**config.mk**
```make
export PLATFORM = sky130hd
export DESIGN_NAME = shh_cfg
export DESIGN_NICKNAME = d
export VERILOG_FILES = /design/src/rtl/shh_pkg.sv /design/src/rtl/shh_cfg.sv
export SDC_FILE = /design/constraint.sdc
export NUM_CORES = 1
export LEC_CHECK = 0
export BUFFER_PORTS_ARGS = -buffer_cell sky130_fd_sc_hd__buf_2
export CORE_MARGIN = 8
export CORE_UTILIZATION = 23
export CTS_CLUSTER_SIZE = 20
export DETAILED_ROUTE_END_ITERATION = 8
export PLACE_DENSITY = 0.74
export SYNTH_ARGS = -nofsm -noshare
export SYNTH_HDL_FRONTEND = slang
export SYNTH_SLANG_ARGS = --single-unit
```
**constraint.sdc**
```tcl
create_clock -name clk -period 0.8 [get_ports clk]
set_input_delay 0.08 -clock clk [delete_from_list [all_inputs] [get_ports clk]]
set_output_delay 0.08 -clock clk [all_outputs]
set_load 0.05 [all_outputs]
```
**src/rtl/shh_pkg.sv**
```systemverilog
// shared types, codes and defaults of the start/stop interval histogrammer
// no dependencies; imported by every other file of the block but shh_ram
package shh_pkg;

  localparam int NUM_BINS_DEF    = 128;
  localparam int TIME_WIDTH_DEF  = 48;
  localparam int COUNT_WIDTH_DEF = 32;

  localparam int KIND_W     = 2;
  localparam int READ_BIN_W = 7;
  localparam int SHIFT_W    = 4;
  localparam int CFG_AW     = 3;
  localparam int CFG_DW     = 32;

  typedef logic [KIND_W-1:0] kind_t;
  localparam kind_t KIND_EVENT = 2'd0;
  localparam kind_t KIND_READ  = 2'd1;
  localparam kind_t KIND_CLEAR = 2'd2;

  typedef logic [1:0] evclass_t;
  localparam evclass_t CLS_IGNORED = 2'd0;
  localparam evclass_t CLS_START   = 2'd1;
  localparam evclass_t CLS_STOP1   = 2'd2;
  localparam evclass_t CLS_STOP2   = 2'd3;

  typedef logic [CFG_AW-3:0] reg_idx_t;
  localparam reg_idx_t REG_BIN_SHIFT = 1'b0;

  // histogram path controls for one item
  typedef struct packed {
    logic inc;
    logic lookup;
    logic clear;
  } hist_ctl_t;

endpackage

```
**src/rtl/shh_cfg.sv**
```systemverilog
// apb-style register port holding bin_shift
// depends on shh_pkg
module shh_cfg
  import shh_pkg::*;
(
  input  logic              clk,
  input  logic              rst_n,
  input  logic              psel,
  input  logic              penable,
  input  logic              pwrite,
  input  logic [CFG_AW-1:0] paddr,
  input  logic [CFG_DW-1:0] pwdata,
  output logic [CFG_DW-1:0] prdata,
  output logic              pready,
  output logic [SHIFT_W-1:0] bin_shift
);

  logic [SHIFT_W-1:0] bin_shift_r, bin_shift_nxt;
  reg_idx_t           reg_idx;
  logic               wr_xfer;

  assign reg_idx = paddr[CFG_AW-1:2];
  assign pready  = 1'b1;
  assign wr_xfer = psel && penable && pwrite && pready;

  always_comb begin
    bin_shift_nxt = bin_shift_r;
    if (wr_xfer && reg_idx == REG_BIN_SHIFT) begin
      bin_shift_nxt = pwdata[SHIFT_W-1:0];
    end
  end

  always_comb begin
    prdata = '0;
    if (reg_idx == REG_BIN_SHIFT) begin
      prdata = CFG_DW'(bin_shift_r);
    end
  end

  always_ff @(posedge clk) begin
    if (!rst_n) begin
      bin_shift_r <= '0;
    end else begin
      bin_shift_r <= bin_shift_nxt;
    end
  end

  assign bin_shift = bin_shift_r;

endmodule

```
Word-level counts from Yosys, hierarchy flattened
Index checks and enable logic that the tools add are counted.
{ "classes": {"n_reduce_logical": 3, "n_bitwise": 1, "n_lt_le_gt_ge": 0, "n_div": 0, "multipliers": 0, "mux": 1, "n_eq_ne": 0, "n_shift": 0, "n_addsub": 0} }
{ "ops": {"columns": ["cell", "count"], "rows": [
  ["4-bit two-way mux", 1],
  ["1-bit logical AND", 3],
  ["1-bit inverter", 1]
]} }
{ "word_totals": {"inputBits": 40, "mem_count": 0, "latch_bits": 0, "ff_bits": 4, "output_inout_bits": 37, "ramBits": 0, "wordCells": 6, "rom_bits": 0} }

Depth between registers and ports, before layout
{ "logic_depth": {"word_depth": 3, "depth_mapped": 3, "depth_no_buf": 2} }

Worst setup path after synthesis
Ideal clock, no wire load.
{ "synth_timing": {"path_kind": "register -> output", "start": "register bin_shift_r[0], in the netlist bin_shift[0]", "end": "output port prdata[0]", "n_path_buf": 0, "t_required_ns": 0.720, "t_arrival_ns": 1.009, "setup_slack_ns": -0.289, "stages_incl_launch_ff": 2, "path_cell_list": "dfxtp_1 > and2b_2"} }
{ "synth_between": {"elab_chain_cells": 1} }
{ "synth_rtl": {"columns": ["element", "line_no", "text"], "rows": [
  ["start, declared", "shh_cfg.sv:18", "logic [SHIFT_W-1:0] bin_shift_r, bin_shift_nxt;"],
  ["start signal, assigned", "shh_cfg.sv:44", "bin_shift_r <= bin_shift_nxt;"],
  ["4-bit two-way mux", "shh_cfg.sv:35", "if (reg_idx == REG_BIN_SHIFT) begin"],
  ["end, declared", "shh_cfg.sv:13", "output logic [CFG_DW-1:0] prdata,"]
]} }
Every way passes these cells.

Worst setup path after layout
{ "layout_timing": {"start": "register bin_shift_r[3], in the netlist bin_shift[3]", "end": "output port prdata[3]"} }
Same word-level chain as after synthesis.

==> summary.txt <==
Status
  – Status: complete, but fails checks
  – Violated checks: negative setup slack

Drt
  – Initial drt markers: 2
  – Post-route ant nets: 0
  – Number of vias per cell: 3.18
  – DR vias: 318
  – DR DRC count: 0
  – Post-Route WL: 1040 um
  – Post-DR wirelength/cell: 10.4 um
  – Drt first pass iters: 2

Power
  – VDD IR max: 0.486 mV
  – Final Total Pwr: 0.859 mW
  – Leakage: 0.308 nW
  – Power Density: 1460 nW/um^2

Yosys
  – Yosys cell types: 9
  – Yosys top cell area share: 0.507
  – Most frequent cell after synthesis: buf_4
  – Most area-consuming cells after synthesis: buf_4 51%, dfxtp_1 19%, mux2i_1 9.3%
  – Mapped Area: 429 um^2
  – Synth top cells by count: 29 x buf_4, 8 x nand2_1, 4 x and2b_2, 4 x dfxtp_1, 4 x mux2i_1
  – Register bit total from synthesis: 4
  – Fraction of registers with async set/reset: 0
  – Synthesized netlist cell count: 54
  – Ys Warns: 0
  – Leading area contributor after synthesis: buf_4
  – Syn avg cell area: 7.95 um^2
  – Main synth FF type: dfxtp_1
  – Post-synthesis sequential area ratio: 0.187
  – Number of flops mapped to enable cells by yosys: 0

Setup path
  – Crit Path Max Fanout: 3
  – Crit start category: flop
  – CP Data Required Time: 720 ps
  – Crit path cell chain: and2b_4 > buf_8
  – Buffer and inverter count on the worst path: 1
  – CP arrival: 890 ps
  – R2R Setup Slk: 40 ps
  – Reg2reg start: bin_shift[1]
  – Worst setup EP type: output port
  – Critical path type: reg2out
  – CP top delay family: flip-flops
  – CP max stage cell: dfxtp_4
  – Critical Path Start: bin_shift[3]
  – Max incr delay on CP: 340 ps

Die
  – Die ar.: 3500 um^2
  – Initial Util: 0.246
  – Io pins: 77
  – Core area: 1750 um^2
  – Die Y: 59.2 um
  – FP Rows: 15
  – Die Wd: 59.2 um

Finish
  – Layout net count: 117
  – Max reg flops: 4
  – Layout cell share with drive strength beyond 1: 0.453
  – Ant. Diodes: 0
  – P&R area growth vs syn: 36.7%
  – Final core utilization: 0.336
  – Fin area: 587 um^2
  – # fillers: 187

GRT
  – Grt total ovfl: 0
  – First-pass GRT wire length: 1520 um
  – Initial antenna violation count: 0
  – Vias in the first global route: 349
  – Gr usage total: 0.0604
  – Pin count of the biggest net entering global routing: 9

STA
  – Final setup fails: 8
  – Final count of hold timing violations: 0
  – Final Skew: 0 ps
  – Hold WS: 76.3 ps
  – RSZ-0062 raised after global routing: yes
  – Period Utilization, post-route: 1.21
  – Slew Limit Fails: 0
  – Peak Freq: 1040 MHz
  – Tmin final: 965 ps
  – Worst setup margin: -165 ps

Place
  – Post-DP HPWL: 892 um
  – GP Congestion: 0.580
  – Pre-CTS setup slack: -103 ps
  – Area after DPL: 440 um^2
  – Port Buf Inserts: 17

Min path
  – Min-Delay Path Class: in2reg
  – Worst Min Path Start: pwdata[0]

CTS
  – Hold_buf cts: 0
  – CTS tree: done
  – Later-pin clock latency in the skew report: 240 ps
  – Clock Sinks: 4
  – Max clock buf depth: 2
  – Total CTS buffers: 3
  – # H-tree levels: 1
  – Clock root cell: clkbuf_4
  – CTS clock-pin slew for the worst setup and hold paths: 40 ps

Run
  – Max_cap viols: 0
repair_timing:
action,CTS,global route
setup endpoints to repair,8,8
gates resized for setup,19,8
buffers inserted,3,2
cloned,0,0
cell families after synthesis:
logic type,count (synthesis),share of synthesized area
and+or+nand+nor,13,0.175
other,2,0.0175
DFF,4,0.187
buffers and inverters,31,0.528
muxes,4,0.0933
worst min-delay path, stage by stage:
cell,delay [ps]
buf_2,100
nand2_1,40
mux2i_1,50
where the power goes:
group / total [mW] / internal, mW / leakage [nW] / switching, mW
Combinational: 0.404 / 0.0536 / 0.259 / 0.350
Clock: 0.257 / 0.168 / 0.0138 / 0.0891
Sequential: 0.198 / 0.195 / 0.0355 / 0.00362
layout make-up:
class                      count  area, um^2  share of cell area
timing repair buffer          22         206               0.352
sequential                     4        95.1               0.162
clock buffer                   3        22.5              0.0384
multi-input combinational     46         231               0.394
tap                           25        31.3              0.0533
layout by cell type, fill, tap and decap left out:
| master | Yosys | layout |
|---|---|---|
| and4b_1 | 1 | 1 |
| nand2_2 | 0 | 1 |
| buf_4 | 29 | 1 |
| buf_2 | 0 | 9 |
| nand2_1 | 8 | 7 |
| dfxtp_4 | 0 | 4 |
| and2b_4 | 0 | 4 |
| clkbuf_4 | 0 | 3 |
| mux2i_1 | 4 | 4 |
| buf_6 | 0 | 7 |
| buf_8 | 0 | 5 |
| conb_1 | 2 | 29 |
final timing paths:
check,cells after the start,endpoint
setup / recovery,2,prdata[3]
hold / removal,3,bin_shift[0]
setup reg to reg,4,bin_shift[1]
hold reg to reg,3,bin_shift[2]
stage by stage:
step	setup TNS, ps	cells
finish	-970	100
CTS	-1070	98
floorplan	0	81
global placement	-223	92
detailed placement	-344	92
global route	-1230	100
layer usage:
metal,part of all wire,track usage,vias up
li1,-,-,150
met1,0.32,0.0413,135
met2,0.48,0.103,31
met3,0.19,0.0477,2
met4,0.014,0.0512,0
met5,0,0,-
Note: power is estimated with default switching activity, not from simulation.
