--- config.mk ---
export PLATFORM = sky130hd
export DESIGN_NAME = shh_front_flat
export DESIGN_NICKNAME = d
export VERILOG_FILES = /design/src/rtl/shh_pkg.sv /design/src/rtl/shh_if.sv /design/src/rtl/shh_front.sv /design/src/flat_wrapper.sv
export SDC_FILE = /design/constraint.sdc
export NUM_CORES = 1
export LEC_CHECK = 0
export CAP_MARGIN = 20
export CORE_MARGIN = 2
export CORE_UTILIZATION = 45
export CTS_CLUSTER_SIZE = 20
export DETAILED_ROUTE_END_ITERATION = 10
export DONT_BUFFER_PORTS = 1
export GPL_TIMING_DRIVEN = 0
export HOLD_SLACK_MARGIN = 0.05
export PLACE_DENSITY = 0.61
export SLEW_MARGIN = 5
export SYNTH_ARGS = -nofsm -noshare
export SYNTH_HDL_FRONTEND = slang
export SYNTH_SLANG_ARGS = --single-unit
--- constraint.sdc ---
create_clock -name clk -period 4.8 [get_ports clk]
set_clock_uncertainty 0.15 [all_clocks]
set_input_delay 0.48 -clock clk [delete_from_list [all_inputs] [get_ports clk]]
set_output_delay 0.48 -clock clk [all_outputs]
set_load 0.01 [all_outputs]
--- src/rtl/shh_pkg.sv ---
// shared types, codes and defaults of the start/stop interval histogrammer
// no dependencies; imported by every other file of the block but shh_ram
package shh_pkg;

  localparam int NUM_BINS_DEF    = 128;
  localparam int TIME_WIDTH_DEF  = 48;
  localparam int COUNT_WIDTH_DEF = 32;

  localparam int KIND_W     = 2;
  localparam int READ_BIN_W = 7;
  localparam int SHIFT_W    = 4;
  localparam int CFG_AW     = 3;
  localparam int CFG_DW     = 32;

  typedef logic [KIND_W-1:0] kind_t;
  localparam kind_t KIND_EVENT = 2'd0;
  localparam kind_t KIND_READ  = 2'd1;
  localparam kind_t KIND_CLEAR = 2'd2;

  typedef logic [1:0] evclass_t;
  localparam evclass_t CLS_IGNORED = 2'd0;
  localparam evclass_t CLS_START   = 2'd1;
  localparam evclass_t CLS_STOP1   = 2'd2;
  localparam evclass_t CLS_STOP2   = 2'd3;

  typedef logic [CFG_AW-3:0] reg_idx_t;
  localparam reg_idx_t REG_BIN_SHIFT = 1'b0;

  // histogram path controls for one item
  typedef struct packed {
    logic inc;
    logic lookup;
    logic clear;
  } hist_ctl_t;

endpackage

--- src/rtl/shh_if.sv ---
// valid/ready stream interfaces for input items and result items
// depends on shh_pkg
interface shh_in_if
  import shh_pkg::*;
#(
  parameter int TIME_WIDTH = TIME_WIDTH_DEF
);
  logic                  valid;
  logic                  ready;
  kind_t                 kind;
  logic                  chan_start;
  logic                  chan_stop_one;
  logic                  chan_stop_two;
  logic [TIME_WIDTH-1:0] event_time;
  logic                  read_channel;
  logic [READ_BIN_W-1:0] read_bin;

  modport source (
    output valid, kind, chan_start, chan_stop_one, chan_stop_two, event_time,
           read_channel, read_bin,
    input  ready
  );
  modport sink (
    input  valid, kind, chan_start, chan_stop_one, chan_stop_two, event_time,
           read_channel, read_bin,
    output ready
  );
endinterface


--- src/rtl/shh_front.sv ---
// input register, event classification, interval and bin computation,
// window and counter state; depends on shh_pkg and shh_if
module shh_front
  import shh_pkg::*;
#(
  parameter int NUM_BINS    = NUM_BINS_DEF,
  parameter int TIME_WIDTH  = TIME_WIDTH_DEF,
  parameter int COUNT_WIDTH = COUNT_WIDTH_DEF,
  localparam int BW = $clog2(NUM_BINS),
  localparam int AW = $clog2(2 * NUM_BINS)
) (
  input  logic                   clk,
  input  logic                   rst_n,
  shh_in_if.sink                 in_s,
  input  logic [SHIFT_W-1:0]     bin_shift,
  input  logic                   take,
  output logic                   a_valid,
  output evclass_t               a_class,
  output logic                   a_matched,
  output logic [TIME_WIDTH-1:0]  a_interval,
  output logic                   a_in_range,
  output logic [COUNT_WIDTH-1:0] a_ovf,
  output logic [COUNT_WIDTH-1:0] a_msc_one,
  output logic [COUNT_WIDTH-1:0] a_msc_two,
  output hist_ctl_t              a_ctl,
  output logic [AW-1:0]          a_addr
);

  function automatic logic [COUNT_WIDTH-1:0] sat_inc(input logic [COUNT_WIDTH-1:0] v);
    return (&v) ? v : v + 1'b1;
  endfunction

  logic                  a_v_r;
  kind_t                 kind_r;
  logic                  c0_r, c1_r, c2_r;
  logic [TIME_WIDTH-1:0] t_r;
  logic                  rch_r;
  logic [READ_BIN_W-1:0] rbin_r;

  logic [TIME_WIDTH-1:0]  start_t_r, start_t_nxt;
  logic                   seen_r, seen_nxt;
  logic [1:0]             whs_r, whs_nxt;
  logic [COUNT_WIDTH-1:0] msc_one_r, msc_one_nxt, msc_two_r, msc_two_nxt;
  logic [COUNT_WIDTH-1:0] ovf_one_r, ovf_one_nxt, ovf_two_r, ovf_two_nxt;

  logic                  is_ev, is_read, is_clear, is_start, is_stop, match;
  logic                  ch, sel_ch, ev_inr, rd_inr;
  logic [TIME_WIDTH-1:0] diff, shifted;
  logic [BW-1:0]         idx;

  assign in_s.ready = !a_v_r || take;
  assign a_valid    = a_v_r;

  always_ff @(posedge clk) begin
    if (!rst_n) begin
      a_v_r <= 1'b0;
    end else if (in_s.valid && in_s.ready) begin
      a_v_r <= 1'b1;
    end else if (take) begin
      a_v_r <= 1'b0;
    end
  end

  always_ff @(posedge clk) begin
    if (in_s.valid && in_s.ready) begin
      kind_r <= in_s.kind;
      c0_r   <= in_s.chan_start;
      c1_r   <= in_s.chan_stop_one;
      c2_r   <= in_s.chan_stop_two;
      t_r    <= in_s.event_time;
      rch_r  <= in_s.read_channel;
      rbin_r <= in_s.read_bin;
    end
  end

  always_comb begin
    is_ev    = kind_r == KIND_EVENT;
    is_read  = kind_r == KIND_READ;
    is_clear = kind_r == KIND_CLEAR;
    is_start = is_ev && c0_r && !c1_r && !c2_r;
    is_stop  = is_ev && !c0_r && (c1_r ^ c2_r);
    ch       = c2_r;
    diff     = t_r - start_t_r;
    shifted  = diff >> bin_shift;
    ev_inr   = shifted < TIME_WIDTH'(NUM_BINS);
    match    = is_stop && seen_r && (t_r >= start_t_r);
    rd_inr   = 32'(rbin_r) < 32'(NUM_BINS);
    sel_ch   = is_read ? rch_r : ch;
    idx      = is_read ? BW'(rbin_r) : shifted[BW-1:0];
    a_addr   = sel_ch ? AW'(NUM_BINS) + AW'(idx) : AW'(idx);
  end

  // state after this item
  always_comb begin
    start_t_nxt = start_t_r;
    seen_nxt    = seen_r;
    whs_nxt     = whs_r;
    msc_one_nxt = msc_one_r;
    msc_two_nxt = msc_two_r;
    ovf_one_nxt = ovf_one_r;
    ovf_two_nxt = ovf_two_r;
    case (kind_r)
      KIND_EVENT: begin
        if (is_start) begin
          start_t_nxt = t_r;
          seen_nxt    = 1'b1;
          whs_nxt     = '0;
        end
        if (match) begin
          if (!ev_inr) begin
            if (ch) begin
              ovf_two_nxt = sat_inc(ovf_two_r);
            end else begin
              ovf_one_nxt = sat_inc(ovf_one_r);
            end
          end
          if (!whs_r[ch]) begin
            whs_nxt[ch] = 1'b1;
            if (ch) begin
              msc_two_nxt = sat_inc(msc_two_r);
            end else begin
              msc_one_nxt = sat_inc(msc_one_r);
            end
          end
        end
      end
      KIND_CLEAR: begin
        start_t_nxt = '0;
        seen_nxt    = 1'b0;
        whs_nxt     = '0;
        msc_one_nxt = '0;
        msc_two_nxt = '0;
        ovf_one_nxt = '0;
        ovf_two_nxt = '0;
      end
      default: begin
      end
    endcase
  end

  always_ff @(posedge clk) begin
    if (!rst_n) begin
      start_t_r <= '0;
      seen_r    <= 1'b0;
      whs_r     <= '0;
      msc_one_r <= '0;
      msc_two_r <= '0;
      ovf_one_r <= '0;
      ovf_two_r <= '0;
    end else if (a_v_r && take) begin
      start_t_r <= start_t_nxt;
      seen_r    <= seen_nxt;
      whs_r     <= whs_nxt;
      msc_one_r <= msc_one_nxt;
      msc_two_r <= msc_two_nxt;
      ovf_one_r <= ovf_one_nxt;
      ovf_two_r <= ovf_two_nxt;
    end
  end

  always_comb begin
    if (is_start) begin
      a_class = CLS_START;
    end else if (is_stop) begin
      a_class = ch ? CLS_STOP2 : CLS_STOP1;
    end else begin
      a_class = CLS_IGNORED;
    end
    a_matched    = match;
    a_interval   = match ? diff : '0;
    a_in_range   = is_read ? rd_inr : (match && ev_inr);
    a_ovf        = is_read ? (rch_r ? ovf_two_r : ovf_one_r) : '0;
    a_msc_one    = msc_one_nxt;
    a_msc_two    = msc_two_nxt;
    a_ctl.inc    = match && ev_inr;
    a_ctl.lookup = is_read && rd_inr;
    a_ctl.clear  = is_clear;
  end

endmodule

--- src/flat_wrapper.sv ---
// flat-port wrapper written by rule: the top's interface ports become plain ports
module shh_front_flat import shh_pkg::*;
#(
  parameter int NUM_BINS    = NUM_BINS_DEF,
  parameter int TIME_WIDTH  = TIME_WIDTH_DEF,
  parameter int COUNT_WIDTH = COUNT_WIDTH_DEF,
  localparam int BW = $clog2(NUM_BINS),
  localparam int AW = $clog2(2 * NUM_BINS)
)
  (clk, rst_n, bin_shift, take, a_valid, a_class, a_matched, a_interval, a_in_range, a_ovf, a_msc_one, a_msc_two, a_ctl, a_addr, in_s_valid, in_s_kind, in_s_chan_start, in_s_chan_stop_one, in_s_chan_stop_two, in_s_event_time, in_s_read_channel, in_s_read_bin, in_s_ready);
  shh_in_if #(.TIME_WIDTH(TIME_WIDTH)) in_s_i ();
  input  logic clk;
  input  logic rst_n;
  input  logic [SHIFT_W-1:0] bin_shift;
  input  logic take;
  output logic a_valid;
  output evclass_t a_class;
  output logic a_matched;
  output logic [TIME_WIDTH-1:0] a_interval;
  output logic a_in_range;
  output logic [COUNT_WIDTH-1:0] a_ovf;
  output logic [COUNT_WIDTH-1:0] a_msc_one;
  output logic [COUNT_WIDTH-1:0] a_msc_two;
  output hist_ctl_t a_ctl;
  output logic [AW-1:0] a_addr;
  input wire logic [$bits(in_s_i.valid)-1:0] in_s_valid;
  input wire logic [$bits(in_s_i.kind)-1:0] in_s_kind;
  input wire logic [$bits(in_s_i.chan_start)-1:0] in_s_chan_start;
  input wire logic [$bits(in_s_i.chan_stop_one)-1:0] in_s_chan_stop_one;
  input wire logic [$bits(in_s_i.chan_stop_two)-1:0] in_s_chan_stop_two;
  input wire logic [$bits(in_s_i.event_time)-1:0] in_s_event_time;
  input wire logic [$bits(in_s_i.read_channel)-1:0] in_s_read_channel;
  input wire logic [$bits(in_s_i.read_bin)-1:0] in_s_read_bin;
  output wire logic [$bits(in_s_i.ready)-1:0] in_s_ready;
  assign in_s_i.valid = in_s_valid;
  assign in_s_i.kind = in_s_kind;
  assign in_s_i.chan_start = in_s_chan_start;
  assign in_s_i.chan_stop_one = in_s_chan_stop_one;
  assign in_s_i.chan_stop_two = in_s_chan_stop_two;
  assign in_s_i.event_time = in_s_event_time;
  assign in_s_i.read_channel = in_s_read_channel;
  assign in_s_i.read_bin = in_s_read_bin;
  assign in_s_ready = in_s_i.ready;
  shh_front #(.NUM_BINS(NUM_BINS), .TIME_WIDTH(TIME_WIDTH), .COUNT_WIDTH(COUNT_WIDTH)) u_core (.clk(clk), .rst_n(rst_n), .in_s(in_s_i), .bin_shift(bin_shift), .take(take), .a_valid(a_valid), .a_class(a_class), .a_matched(a_matched), .a_interval(a_interval), .a_in_range(a_in_range), .a_ovf(a_ovf), .a_msc_one(a_msc_one), .a_msc_two(a_msc_two), .a_ctl(a_ctl), .a_addr(a_addr));
endmodule
* Yosys cells after proc, flatten, opt, wreduce, memory -nomap -nowiden
Index checks and enable logic that the tools add are counted.
Storage, ports and cells: latch bits 0, memory bits (read-only) 0, memories kept 0, word-level logic and storage cells 109, RAM bits 0, register bits after elaboration 241, input port bits 69
Cells by class: multiplexer cells 45, bitwise operators 2, eq/ne operators 9, add/sub/neg operators 6, multipliers 0, reduce and logical (&&, ||, !) cells 27, $lt $le $gt $ge 4, div/mod/pow operators 0, shift-type cells 1
Operator list (number):
- 2-to-1 mux 32 bit | 18
- one-hot mux 32 bit (2 select lines) | 4
- adder 32 x 1 -> 32 bit, second input constant | 4
- AND reduction 32 bit | 4
- 2-to-1 mux 48 bit | 2
- one-hot mux 48 bit (2 select lines) | 1
- >= comparator 48 bit | 1
- < comparator 48 x 8 -> 1 bit, second input constant | 1
- right shift 48 x 4 -> 48 bit | 1
- subtractor 48 bit | 1
- 2-to-1 mux 2 bit | 6
- != test 2 bit, second input constant | 6
- AND reduction 6 bit | 2
- logical AND 1 bit | 11
- 2-to-1 mux 1 bit | 9
- adder 8 x 7 -> 8 bit, first input constant | 1
- 2-to-1 mux 8 bit | 1
- 2-to-1 mux 7 bit | 1
- zero test 1 bit | 4
- one-hot mux 2 bit (2 select lines) | 1
- nonzero test 2 bit | 2
- AND reduction 3 bit | 1
- equality test 2 x 1 -> 1 bit, second input constant | 1
- equality test 2 bit, second input constant | 1
- other kinds (10) | 10

* Depth between registers and ports, before layout
Gate-level depths: netlist (run 1).
word-level depth 10, mapped depth 20, depth with buffers taken out 17

* Worst setup path after synthesis (run 1)
No wires, ideal clock.
path kind flip-flop to output port, start point register u_core.t_r[0], end point output port a_in_range, stages on the path, launching flop included 18, slack 0.199 ns, data arrival time 3.971 ns, data required time 4.170 ns, path buffers 2, cell sequence edfxtp_1 inv_1 ha_1 fa_1 nand2b_2 a211o_1 a2111oi_4 or2_1 buf_6 xor2_4 a21o_1 o21a_2 o31a_1 o41a_1 nor2_1 buf_2 nand2_1 o21ai_0
Between the ends: longest elaborated chain between the ends 5
Ends and longest elaborated chain:
- from (decl) | RTL line shh_front.sv:36 | logic [TIME_WIDTH-1:0] t_r;
- from (signal assigned) | RTL line shh_front.sv:70 | t_r <= in_s.event_time;
- subtractor 48 bit | RTL line shh_front.sv:83 | diff = t_r - start_t_r;
- right shift 48 x 4 -> 48 bit | RTL line shh_front.sv:84 | shifted = diff >> bin_shift;
- < comparator 48 x 8 -> 1 bit | RTL line shh_front.sv:85 | ev_inr = shifted < TIME_WIDTH'(NUM_BINS);
- logical AND 1 bit (*) | RTL line shh_front.sv:171 | a_in_range = is_read ? rd_inr : (match && ev_inr);
- 2-to-1 mux 1 bit (*) | RTL line shh_front.sv:171
- to (decl) | RTL line flat_wrapper.sv:20 | output logic a_in_range;
Mark *: on every way between the ends. The rest lies on a longest branch, timed or not.

* Worst setup path in the final report (run 1)
start point register u_core.t_r[0], end point output port a_msc_one[11]
Between the ends: longest elaborated chain between the ends 4
Ends and longest elaborated chain:
- >= comparator 48 bit | RTL line shh_front.sv:86 | match = is_stop && seen_r && (t_r >= start_t_r);
- logical AND 1 bit | RTL line shh_front.sv:86
- 2-to-1 mux 32 bit | RTL line shh_front.sv:109 | if (match) begin
- one-hot mux 32 bit (2 select lines) | RTL line shh_front.sv:102 | case (kind_r)
- to (decl) | RTL line flat_wrapper.sv:22 | output logic [COUNT_WIDTH-1:0] a_msc_one;
No other way between the ends.

==> metrics.csv, run 1 <==
metric,value,unit
Final Hold Vio Count,0,
WP data required,4170,ps
Worst-path clk slew,60,ps
Die ar.,0.0416,mm^2
outcome,"complete, but fails checks",
critical-path cell list,inv_2 -> ha_4 -> fa_2 -> nand2b_4 -> a211o_1 -> a21oi_2 -> o31a_1 -> o21a_1 -> o21ai_2 -> a211oi_2 -> o31a_1 -> o211ai_1 -> buf_4 -> buf_6 -> nor3_4 -> buf_6 -> buf_6 -> nand4_1 -> xor2_1 -> nor2_2,
Max Freq,188,MHz
max-cap violations,0,
crit path launch type,flop,
VDD IR-drop max,0.000328,V
most numerous cell on the critical path,buf_6,
synthesized area,0.0180,mm^2
number of flops mapped to enable cells by yosys,61,
Core Footprint,0.0396,mm^2
vias in the first global route,17700,
gp weighted congestion,0.971,
end of the critical path,a_msc_one[11],
Yosys reg bits,241,
die extent in y,204,um
DRC viols,0,
first-pass GRT wire length,102000,um
synthesized instance count,2326,
ys async rst share,0,%
H-tree depth,1,
"slowest stage delay, CP",370,ps
synthesized net count,2448,
setup violators final,95,
relative slew slack,21.6,%
R2R setup slack,10,ps
yosys warns,0,
initial antenna violation count,1,
layout cell share with drive strength beyond 1,24.2,%
Layout Cells excl Fill,3107,
synthesized area per cell,7.74,um^2
iteration-0 DRC count of the detailed router,1892,
placed wire-length estimate,49300,um
Rows,73,
Leak,0.00867,uW
number of distinct library cells after synthesis,99,
critical path class,flop to output port,
RSZ-0062 raised after global routing,true,
DR pass1 iterations,7,
worst hold path type,input pin to flop,
CTS Root Cell,clkbuf_16,
clk_lat worst skew,600,ps
final instance area,0.0242,mm^2
antenna violation net count after detailed routing,0,
initial core utilization,45.4,%
Critical Path End Type,output port,
port bufs,0,
PwrDens,220,mW/mm^2
Die Wd,204,um
placed cells,2852,
worst-path fanout max,6,
failing checks,negative setup slack,
R2R depth,20,
area grow syn2layout,34.4,%
Worst path slowest cell,edfxtp_1,
Most used DFF post-synth,dfxtp_1,
Routed WL,70300,um
CTS Sinks,241,
fin. max-slew vios,0,
total grt overflow,0,
I/O pin count,230,
crit path time final,5330,ps
WP data arrival,4700,ps
register area share after synthesis,30.2,%
hold_sp,take,
Placement Cell Area,0.0187,mm^2
Vias/cell,6.24,
wire per inst,22.6,um
critical path launch point,u_core.t_r[0],
Final #Nets,2683,
TritonCTS buffer count,28,
maximum number of pins on one net before global-route repair,61,
CTS tree,built,
worst slew pin tran,1170,ps
Max Buffers Root-to-Sink,3,
final worst slack,-527,ps
FF-to-FF Start,u_core.t_r[0],
fill cell count,3438,
FF-to-FF End,u_core.ovf_one_r[10],
final period utilization,111,%
via count,19400,
GRT Util Overall,31.2,%
-- layout by cell type (no fill, tap or decap), types with 11 or more instances in the layout --
cell and instances:
buf_1 11, ha_1 45, nor2_2 56, clkbuf_16 37
and3_1 46, a21oi_2 24, nand3_1 73, o21ai_1 33
xor2_1 41, nand2_1 212, nand2_4 12, a2111o_1 22
buf_4 104, nor2_1 203, a211oi_1 14, buf_2 17
o21ai_0 63, nand3_4 16, xnor2_1 31, a31oi_1 36
dlygate4sd3_1 63, a21o_1 20, and2_4 12, a22oi_1 51
nor2_4 49, a21oi_1 127, nor3_1 30, or3_1 65
xor2_2 26, buf_6 49, and2_1 24, o211ai_1 32
xnor2_2 13, inv_1 79, edfxtp_1 61, mux2i_1 75
clkbuf_1 109, dfxtp_1 178, nand4_1 51, and4_1 14
-- cell type report --
cell class                      instances  area [um^2]  share of cell area [%]
Antenna cell                            1         2.50                  0.0103
Sequential cell                       241         5440                    22.5
Buffer                                166          931                    3.85
Tap cell                              525          657                    2.71
Inverter                               83          324                    1.34
Clock buffer                           42          835                    3.45
Clock inverter                          8         67.6                   0.279
Timing Repair Buffer                  216         2170                    8.98
Multi-Input combinational cell       1825        13800                    56.9
-- sequential cells by signal, summed over array words and instances (netlist names) --
name / flops
u_core.a_valid: 1
u_core.c0_r: 1
u_core.c1_r: 1
u_core.c2_r: 1
u_core.kind_r: 2
u_core.msc_one_r: 32
u_core.msc_two_r: 32
u_core.ovf_one_r: 32
u_core.ovf_two_r: 32
u_core.rbin_r: 7
u_core.rch_r: 1
u_core.seen_r: 1
u_core.start_t_r: 48
u_core.t_r: 48
u_core.whs_r: 2
-- worst max-delay path, delay by kind of cell (launching register included) --
family          cells  cell delay, ps
fa+ha+maj           2             530
compound gates      8            1640
buf+inv             5             660
xor+xnor            1             220
flops               1             370
simple gates        4             680
-- cell families after synthesis --
kind of cell,synth area share (%)
flip-flops,30.2
AO/OA/AOI/OAI,22.9
buffers and inverters,6.02
multiplexers,5.47
XOR/XNOR,5.94
adder cells (fa/ha/maj),3.72
AND/OR/NAND/NOR,25.8
-- per-stage QoR --
| step | total power (uW) | util (%) | worst slack (ps) | hold slack (ps) | TNS [ps] |
|---|---|---|---|---|---|
| after global routing | 5500 | 61.0 | -684 | 256 | -43870 |
| final | 5330 | 61.0 | -527 | 246 | -24720 |
| after CTS | 5240 | 56.0 | -537 | 224 | -13690 |
| after floorplan | 2760 | - | 199 | 297 | 0 |
| after global placement | 3000 | 47.1 | -1260 | 310 | -79310 |
| after detailed placement | 3010 | 47.2 | -1280 | 322 | -82930 |
-- cell usage after synthesis (all sizes together), types with 5 or more instances --
library cell / number / share of area, %
a2111o: 22 / 1.4
a2111oi: 9 / 0.65
a211o: 6 / 0.29
a211oi: 22 / 1.0
a21o: 21 / 0.88
a21oi: 160 / 4.6
a221o: 5 / 0.28
a221oi: 8 / 0.39
a22oi: 52 / 2.2
a31oi: 37 / 1.3
a41oi: 6 / 0.29
and2: 38 / 1.3
and3: 58 / 2.0
and4: 18 / 0.88
buf: 59 / 1.8
clkbuf: 119 / 2.5
dfxtp: 180 / 20
edfxtp: 61 / 10
ha: 52 / 3.6
inv: 81 / 1.7
mux2: 6 / 0.38
mux2i: 76 / 4.2
mux4: 7 / 0.88
nand2: 232 / 4.8
nand2b: 8 / 0.29
nand3: 94 / 2.6
nand4: 51 / 1.8
nor2: 308 / 6.4
nor2b: 5 / 0.17
nor3: 43 / 1.2
nor4: 11 / 0.42
o2111ai: 21 / 1.0
o211ai: 33 / 1.4
o21a: 10 / 0.42
o21ai: 109 / 3.0
o21bai: 5 / 0.21
o221ai: 8 / 0.39
o22ai: 9 / 0.31
o31ai: 9 / 0.38
or2: 6 / 0.21
or3: 69 / 2.4
or4: 6 / 0.25
xnor2: 49 / 2.4
xor2: 71 / 3.6
-- report_power, final --
group	internal [uW]	total (uW)	switching [uW]	leakage, uW
clock	1200	2130	931	0.000445
combinational	369	1060	687	0.00618
sequential	2120	2140	19.9	0.00204
total	3690	5330	1640	0.00867
-- per-layer routing --
metal | vias up | routed length (um) | global-route usage, % | share of wire [%]
li1 | 8963 | - | - | -
met1 | 9394 | 28100 | 38.3 | 40
met2 | 833 | 33700 | 53.3 | 48
met3 | 212 | 5180 | 6.46 | 7.4
met4 | 0 | 3360 | 12.9 | 4.8
met5 | - | 0 | 0 | 0
-- how the worst min path moves through the flow --
stage | endpoint | cells after the start
detailed placement | u_core.ovf_one_r[25] | 2
global route | u_core.kind_r[1] | 2
global placement | u_core.ovf_one_r[13] | 2
CTS | u_core.kind_r[1] | 2
finish | u_core.kind_r[1] | 2
floorplan | u_core.ovf_one_r[30] | 2
-- what timing repair did --
action,CTS,global route
setup endpoints to repair,206,187
gates cloned,2,12
pin swaps,92,173
resized for setup,324,312
hold endpoints to repair,63,0
hold buffers,63,0
buffers inserted,72,70
No activity file was read; power rests on OpenSTA's default activity.
==> run 2, diff against run 1 <==
CORE_MARGIN = 5   (was 2)
==> metrics.csv, run 2 (same netlist as run 1, synthesis figures left out) <==
metric,value,unit,change
vias in the first global route,18600,,+5.1%
H-tree depth,1,,unchanged
cell family with the largest share of critical-path delay,compound AO/OA/AOI/OAI gates,,
CTS Root Cell,clkbuf_16,,
final instance area,0.0241,mm^2,-0.32%
iteration-0 DRC count of the detailed router,2116,,+12%
failing checks,negative setup slack,,
FF-to-FF Start,u_core.t_r[0],,
biggest regs,"u_core.start_t_r x48, u_core.t_r x48",,
GRT Util Overall,29.3,%,-1.9 points
DRC viols,0,,unchanged
setup violators final,131,,+38%
fill cell count,3447,,+0.26%
Int Pwr,3770,uW,+2.1%
placed cells,2854,,+0.070%
port bufs,0,,unchanged
CTS Sinks,241,,unchanged
most numerous cell on the critical path,a2111oi_4,,
via count,19400,,-0.015%
Routed WL,70600,um,+0.40%
DR pass1 iterations,9,,+2
relative slew slack,14.4,%,-7.2 points
Die ar.,0.0441,mm^2,+6.0%
crit path launch type,flop,,
WP data required,4170,ps,about the same
Critical Path End Type,output port,,
layout cell share with drive strength beyond 1,24.0,%,-0.21 points
PwrDens,223,mW/mm^2,+1.2%
final worst slack,-456,ps,+70.8 ps
"slowest stage delay, CP",420,ps,+50 ps
first-pass GRT wire length,105000,um,+3.0%
worst-path fanout max,6,,unchanged
Final Hold Vio Count,0,,unchanged
CTS tree,built,,
initial core utilization,45.4,%,unchanged
Die Wd,210,um,+2.9%
critical path class,flop to output port,,
Max Buffers Root-to-Sink,3,,unchanged
gp weighted congestion,0.960,,-1.1%
Final #Nets,2695,,+0.45%
Max Freq,190,MHz,+1.3%
Core Footprint,0.0396,mm^2,unchanged
Placement Cell Area,0.0187,mm^2,about the same
crit path time final,5260,ps,-70.8 ps
CP bufs+invs,3,,-2
Worst-path clk slew,60,ps,about the same
critical path launch point,u_core.t_r[0],,
area grow syn2layout,34.0,%,
worst hold path type,input pin to flop,,
sw power,1610,uW,-1.9%
hold_sp,take,,
Vias/cell,6.22,,-0.46%
wire per inst,22.6,um,about the same
fin. max-slew vios,0,,unchanged
Rows,73,,unchanged
outcome,"complete, but fails checks",,
sequential share of power,39.8,%,-0.4 points
Leak,0.00864,uW,-0.36%
most frequent cells in the layout,"215 x nand2_1, 203 x nor2_1, 177 x dfxtp_1, 127 x a21oi_1, 118 x buf_4",,
max-cap violations,0,,unchanged
die extent in y,210,um,+2.9%
VDD IR-drop max,0.000302,V,-8.1%
WP data arrival,4630,ps,-70 ps
Util after Layout,60.9,%,-0.19 points
critical-path cell list,inv_2 -> ha_4 -> fa_2 -> nand2b_4 -> a211o_4 -> a2111oi_4 -> or2_1 -> buf_6 -> o311ai_4 -> a211oi_2 -> a31oi_2 -> a2111oi_4 -> nor4b_4 -> and3_4 -> buf_8 -> nand2_8 -> o21ai_4,,
Worst path slowest cell,a2111oi_4,,
initial antenna violation count,1,,unchanged
clock power share,40.7,%,+0.7 points
final total power,5370,uW,+0.88%
TritonCTS buffer count,29,,+3.6%
worst slack at placement,-1100,ps,+176 ps
placed wire-length estimate,50300,um,+2.0%
clk_lat worst skew,590,ps,about the same
power share of the combinational group,19.5,%,-0.3 points
I/O pin count,230,,unchanged
worst slew pin tran,1270,ps,+104 ps
RSZ-0062 raised after global routing,true,,
Net Sw Frac,29.9,%,-0.85 points
total grt overflow,0,,unchanged
antenna violation net count after detailed routing,0,,unchanged
Layout Cells excl Fill,3121,,+0.45%
"most common cell after layout, fill and taps aside",nand2_1,,
maximum number of pins on one net before global-route repair,61,,unchanged
final period utilization,109,%,-1.5 points
run 2: cell types whose count changed in the layout (fill, tap and decap cells not counted), moves of 5 or more:
cell	delta
buf_8	+5
nor2_2	+11
and2_1	+6
nor2_4	-11
and2_4	-5
buf_4	+14
nand2_4	-5
run 2: repair_timing:
action                                 4_1_cts  5_1_grt
endpoints found under the hold margin       63        0
pin swaps                                   86      127
hold buffers                                62        0
gates resized for setup                    359      248
cloned                                       2        8
setup endpoints to repair                  208      185
buffers inserted                            91       64
run 2: metrics by stage:
step | hold WS (ps) | TNS [ps]
2_1_floorplan | 297 | 0
3_3_place_gp | 310 | -80730
3_5_place_dp | 321 | -76360
4_1_cts | 59.4 | -15570
5_1_grt | 95.7 | -34760
6_report | 84.2 | -19660
run 2: path summary, 6_finish.rpt:
path	endpoint	slack [ps]	depth (start not counted)
min	u_core.a_valid	80	2
max	a_in_range	-460	17
min reg2reg	u_core.ovf_one_r[25]	330	2
max reg2reg	u_core.ovf_one_r[10]	-120	21
run 2: final cells by class:
type                       count  area, um^2  share of cell area [%]
antenna                        1        2.50                  0.0104
buffer                       167         968                    4.01
sequential                   241        5440                    22.6
inverter                      83         315                    1.31
clock inverter                 6        72.6                   0.301
clock buffer                  47         863                    3.58
multi-input combinational   1824       13600                    56.3
tap                          525         657                    2.72
timing repair buffer         227        2220                    9.22
run 2: power groups by stage:
stage,Combinational (uW),Sequential [uW],Clock (uW)
2_1_floorplan,579,2180,0
3_3_place_gp,822,2190,0
5_1_grt,1110,2140,2300
3_5_place_dp,829,2190,0
4_1_cts,948,2140,2230
6_report,1050,2140,2190
run 2: per-layer routing:
metal,GRT usage (%),up-vias,routed length [um]
met5,0,-,14
met4,11.9,2,3400
met3,5.61,213,5360
met2,50.1,852,33900
met1,36.5,9331,27900
li1,-,9001,-
